## config.mk

```make
export PLATFORM = sky130hd
export DESIGN_NAME = ksh_ctrl
export DESIGN_NICKNAME = d
export VERILOG_FILES = /design/src/ksh_pkg.sv /design/src/ksh_ctrl.sv
export SDC_FILE = /design/constraint.sdc
export NUM_CORES = 1
export LEC_CHECK = 0
export BUFFER_PORTS_ARGS = -buffer_cell sky130_fd_sc_hd__buf_2
export CAP_MARGIN = 15
export CORE_UTILIZATION = 30
export CTS_BUF_LIST = sky130_fd_sc_hd__clkbuf_16
export DETAILED_ROUTE_END_ITERATION = 6
export PLACE_DENSITY = 0.66
export SLEW_MARGIN = 5
export SYNTH_ARGS = -nofsm -noshare
export SYNTH_HDL_FRONTEND = slang
export SYNTH_SLANG_ARGS = --single-unit
```

## constraint.sdc

```tcl
create_clock -name clock -period 2.1 [get_ports clock]
set_input_delay 0.63 -clock clock [delete_from_list [all_inputs] [get_ports clock]]
set_output_delay 0.63 -clock clock [all_outputs]
set_load 0.03 [all_outputs]
```

## src/ksh_pkg.sv

```systemverilog
`timescale 1ns / 1ps

package ksh_pkg;

   localparam int KEY_W   = 64;
   localparam int COUNT_W = 32;
   localparam int CLASS_W = 2;
   localparam int OP_W    = 2;
   localparam int RIDX_W  = 8;
   localparam int EIDX_W  = 8;
   localparam int USED_W  = 9;

   localparam logic [OP_W-1:0] OP_RECORD = 2'd0;
   localparam logic [OP_W-1:0] OP_READ   = 2'd1;
   localparam logic [OP_W-1:0] OP_CLEAR  = 2'd2;

   localparam logic [CLASS_W-1:0] CLASS_NAMED   = 2'd0;
   localparam logic [CLASS_W-1:0] CLASS_UNKNOWN = 2'd2;
   localparam logic [CLASS_W-1:0] CLASS_SPARE   = 2'd3;

   typedef enum logic [1:0] {
      FIN_NOP,
      FIN_RECORD,
      FIN_READ,
      FIN_CLEAR
   } fin_kind_type;

   typedef struct packed {
      logic         load;
      logic         scan_step;
      logic         read_issue;
      logic         finish;
      fin_kind_type kind;
   } cmd_type;

   typedef struct packed {
      logic hit;
      logic scan_done;
      logic out_free;
   } status_type;

   function automatic logic [COUNT_W-1:0] sat_inc(input logic [COUNT_W-1:0] v);
      return (v == '1) ? v : v + COUNT_W'(1);
   endfunction

endpackage

```

## src/ksh_ctrl.sv

```systemverilog
`timescale 1ns / 1ps

module ksh_ctrl (
   input  logic                     clock,
   input  logic                     reset,
   input  logic                     req_valid,
   output logic                     req_stall,
   input  logic [ksh_pkg::OP_W-1:0] req_opcode,
   input  logic                     csr_valid,
   output logic                     csr_ready,
   input  logic                     csr_wdata,
   output ksh_pkg::cmd_type         cmd,
   input  ksh_pkg::status_type      status
);

   typedef enum logic [1:0] {
      S_IDLE,
      S_SCAN,
      S_RD_ISSUE,
      S_FINISH
   } state_type;

   state_type             state_ff, state_in;
   ksh_pkg::fin_kind_type kind_ff, kind_in;
   logic                  enable_ff, enable_in;
   logic                  accept;

   assign req_stall = reset || (state_ff != S_IDLE);
   assign csr_ready = 1'b1;
   assign accept    = req_valid && !req_stall;

   always_comb begin
      state_in   = state_ff;
      kind_in    = kind_ff;
      enable_in  = csr_valid ? csr_wdata : enable_ff;
      cmd        = '0;
      cmd.kind   = kind_ff;
      cmd.load   = accept;
      unique case (state_ff)
         S_IDLE: begin
            if (accept) begin
               unique case (req_opcode)
                  ksh_pkg::OP_RECORD: begin
                     if (enable_ff) begin
                        kind_in  = ksh_pkg::FIN_RECORD;
                        state_in = S_SCAN;
                     end else begin
                        kind_in  = ksh_pkg::FIN_NOP;
                        state_in = S_FINISH;
                     end
                  end
                  ksh_pkg::OP_READ: begin
                     kind_in  = ksh_pkg::FIN_READ;
                     state_in = S_RD_ISSUE;
                  end
                  ksh_pkg::OP_CLEAR: begin
                     kind_in  = ksh_pkg::FIN_CLEAR;
                     state_in = S_FINISH;
                  end
                  default: begin
                     kind_in  = ksh_pkg::FIN_NOP;
                     state_in = S_FINISH;
                  end
               endcase
            end
         end
         S_SCAN: begin
            // stop reading once the compare stage holds the match
            cmd.scan_step = !status.hit;
            if (status.hit || status.scan_done) begin
               state_in = S_FINISH;
            end
         end
         S_RD_ISSUE: begin
            cmd.read_issue = 1'b1;
            state_in       = S_FINISH;
         end
         S_FINISH: begin
            if (status.out_free) begin
               cmd.finish = 1'b1;
               state_in   = S_IDLE;
            end
         end
         default: begin
            state_in = S_IDLE;
         end
      endcase
   end

   always_ff @(posedge clock) begin
      if (reset) begin
         state_ff  <= S_IDLE;
         kind_ff   <= ksh_pkg::FIN_NOP;
         enable_ff <= 1'b0;
      end else begin
         state_ff  <= state_in;
         kind_ff   <= kind_in;
         enable_ff <= enable_in;
      end
   end

endmodule

```

==> results.md <==
- Number of antenna repair diodes: 0
- Sequential-to-total area share from yosys stat: 0.2500
- Io pins: 18
- Port-buffer cells: 16
- DR vias: ~370
- Clock sink count: 5
- Non-filler instance count after layout: 80
- DIE AREA: 1485 um^2
- Fraction of final layout cells with drive strength greater than 1: 0.3182
- Post-synth top flop: sky130_fd_sc_hd__dfxtp_1
- Tmin final: 1.982 ns
- Global Route Usage Sum: 0.1325
- Number of cells on the worst reg-to-reg path: 5
- Worst flop-to-flop path startpoint: state_ff[1]
- Combined area of all synthesized cells: 400.4 um^2
- Largest area contributor in the netlist: sky130_fd_sc_hd__dfxtp_1
- Pwr/cell area: 1428 nW/um^2
- Final hold violations: 0
- Worst min path class: flip-flop to flip-flop
- Width of the die: roughly 39 um
- Final core area utilization: 0.4797
- Outcome: completed
- Total grt overflow: 0
- Drt via density: 4.663
- Synth-to-Final Area Change: 40.31%
- Post-detailed-routing wire length: 772 um
- Post-detailed-route count of antenna-violating nets: 0
- Worst-case clock skew: approximately 0.0011 ns
- Count of hold buffers inserted by post-cts repair: 0
- Dpl cells: 76
- CP Buf/Inv Count: 2
- Synth unique cells: 19
- Accumulated negative setup slack: 0 ns
- Post-cts gate resize count: 0
- Reported max-cap violation count: 0
- Leakage power: 0.3122 nW
- Initial Util: 0.3419
- Beginning of the worst hold path: kind_ff[1]
- Vias in the first global route: 315
- Clock latency of the later-clocked register in the worst-skew pair: 0.23 ns
- Number of failing setup endpoints in the final timing report: 0
- Routed len/inst: 9.650 um
- Ordered cell list for the critical path: inv_1 > ha_1 > nand2_1 > nor2_1 > buf_2
- Count of yosys warnings during synthesis: 0
- TritonRoute pass-1 iters: 5
- Critical Path Max Stage Delay: 0.32 ns
- Clk root buf: sky130_fd_sc_hd__clkbuf_16
- Kind of cell with the highest combined delay on the critical path: flip-flops
- Net count of the mapped netlist: 66
- Antenna violations before repair: 0
- Max VDD drop: ~890 uV
- Post-synth EDFFs: 0
- WHS Path Cells: 2
- CTS Buffer Depth: 2
- Tightest hold margin: 0.4555 ns
- Endpoint of the worst register-to-register path: state_ff[0]
- Peak clock frequency supported by timing: 504.4 MHz
- Async SR Flop Fraction: 0
- Setup repair after global routing missed its margin: false
- Num CTS Buffers: 3
- Max-slew violation count: 0
- Clock-pin slew on the worst setup and hold paths: 0.03 ns
- Terminating pin of the worst hold path: kind_ff[1]
- Flop and latch count out of synthesis: 5
- Rows: 12
- Height of the die: 38.53 um
- Data arrival, critical path: roughly 1.4 ns
- Yosys top cell area share: 0.2500
- Largest net degree at the start of global routing: 7
- Largest fanout on the critical path: 6
- Critical Path Slowest Stage Cell: sky130_fd_sc_hd__dfxtp_1
- Maximum level of the CTS H-tree: 1
- Worst setup path class: flip-flop to output pin
- Nets: 85
- First-pass GRT wire length: ~1.2 mm
- Gp weighted congestion: between 0.7 and 0.8
- Post-Synthesis Mean Instance Area: roughly 8.3 um^2
- Iter 0 DRT Violations: 5
- Worst setup slack for register-to-register paths: around 0.39 ns
- Required time of the worst setup path: ~1.5 ns
- Number of remaining DRC errors: 0
- Half-perimeter wire length of the detailed placement result: 582.1 um
- Ratio of final minimum period to clock period: 0.9440
- Placeable core area: 1171 um^2
- Endpoint kind of the worst setup timing path: output pin
- Syn Inst Count: 48
- Element type at the critical path start: flip-flop
- Buffers inserted by post-CTS timing repair: 0
- CTS tree: done
- Power consumption: 0.8023 mW
- Synth top area cells: sky130_fd_sc_hd__dfxtp_1 25%, sky130_fd_sc_hd__ha_1 25%, sky130_fd_sc_hd__inv_1 6.6%
layout make-up:
class	instances	area (um^2)
fill	119	609.3
multi-input combinational	33	255.2
sequential	5	100.1
timing repair buffer	16	80.08
clock buffer	3	75.07
inverter	8	30.03
tap	14	17.52
clock inverter	1	3.754
cell usage after synthesis, types with 2 or more instances:
cell / instances
sky130_fd_sc_hd__nand2_1: 5
sky130_fd_sc_hd__dfxtp_1: 5
sky130_fd_sc_hd__buf_4: 2
sky130_fd_sc_hd__inv_1: 7
sky130_fd_sc_hd__a21oi_1: 3
sky130_fd_sc_hd__nand2b_1: 3
sky130_fd_sc_hd__nor2_1: 3
sky130_fd_sc_hd__ha_1: 8
sky130_fd_sc_hd__mux2i_1: 2
per-layer routing:
layer,routed length (um),global-route usage,vias to the layer above,share of wire
met5,0,0,-,0
met4,37,0.1552,0,0.048
met3,65,0.05233,4,0.084
met2,330,0.1875,18,0.43
met1,337,0.1348,163,0.44
li1,-,-,188,-
how the worst max path moves through the flow:
stage	startpoint	endpoint	cells after the start
2_1_floorplan	reset	cmd[5]	4
3_5_place_dp	reset	cmd[5]	5
4_1_cts	state_ff[0]	cmd[5]	5
3_3_place_gp	reset	cmd[5]	5
5_1_grt	state_ff[0]	cmd[5]	5
6_report	state_ff[0]	cmd[5]	5
state kept, by name, indices dropped and copies added, names as in the netlist:
signal	count
kind_ff	2
state_ff	2
enable_ff	1
power by group:
group          internal [mW]  switching (mW)  total, mW
Clock                  0.247          0.0667      0.314
Combinational          0.128           0.213      0.341
Sequential             0.125          0.0225      0.148
metrics by stage:
step	cell area [um^2]	setup slack, ns
after global routing	561.8	0.02434
after floorplan	400.4	0.2708
after global placement	483.0	0.2946
after detailed placement	483.0	0.2825
final	561.8	0.1176
after CTS	561.8	0.1243
logic make-up after synthesis:
| family | after synthesis | synth area share |
|---|---|---|
| flip-flops | 5 | 0.2500 |
| multiplexers | 4 | 0.1062 |
| buffers and inverters | 10 | 0.1125 |
| other | 1 | 0.009366 |
| AND/OR/NAND/NOR | 14 | 0.1656 |
| adder cells (fa/ha/maj) | 8 | 0.2500 |
| AO/OA/AOI/OAI | 6 | 0.1062 |
worst min-delay path: cells and delay by family (launching register included):
| kind | cells | cell delay, ns |
|---|---|---|
| flops | 1 | 0.30 |
| compound gates | 1 | 0.06 |
| simple gates | 1 | 0.05 |
cells in the final DEF, fill, tap and decap left out:
| cell | count |
|---|---|
| sky130_fd_sc_hd__a21oi_1 | 3 |
| sky130_fd_sc_hd__a222oi_1 | 1 |
| sky130_fd_sc_hd__a311oi_1 | 1 |
| sky130_fd_sc_hd__and2_1 | 1 |
| sky130_fd_sc_hd__buf_2 | 16 |
| sky130_fd_sc_hd__clkbuf_16 | 3 |
| sky130_fd_sc_hd__conb_1 | 1 |
| sky130_fd_sc_hd__dfxtp_1 | 5 |
| sky130_fd_sc_hd__ha_1 | 8 |
| sky130_fd_sc_hd__inv_1 | 8 |
| sky130_fd_sc_hd__inv_2 | 1 |
| sky130_fd_sc_hd__mux2_1 | 1 |
| sky130_fd_sc_hd__mux2_2 | 1 |
| sky130_fd_sc_hd__mux2i_1 | 2 |
| sky130_fd_sc_hd__nand2_1 | 5 |
| sky130_fd_sc_hd__nand2b_1 | 3 |
| sky130_fd_sc_hd__nand3_1 | 1 |
| sky130_fd_sc_hd__nor2_1 | 3 |
| sky130_fd_sc_hd__nor2b_1 | 1 |
| sky130_fd_sc_hd__o221ai_1 | 1 |
Power figures use the tool's default switching activity.
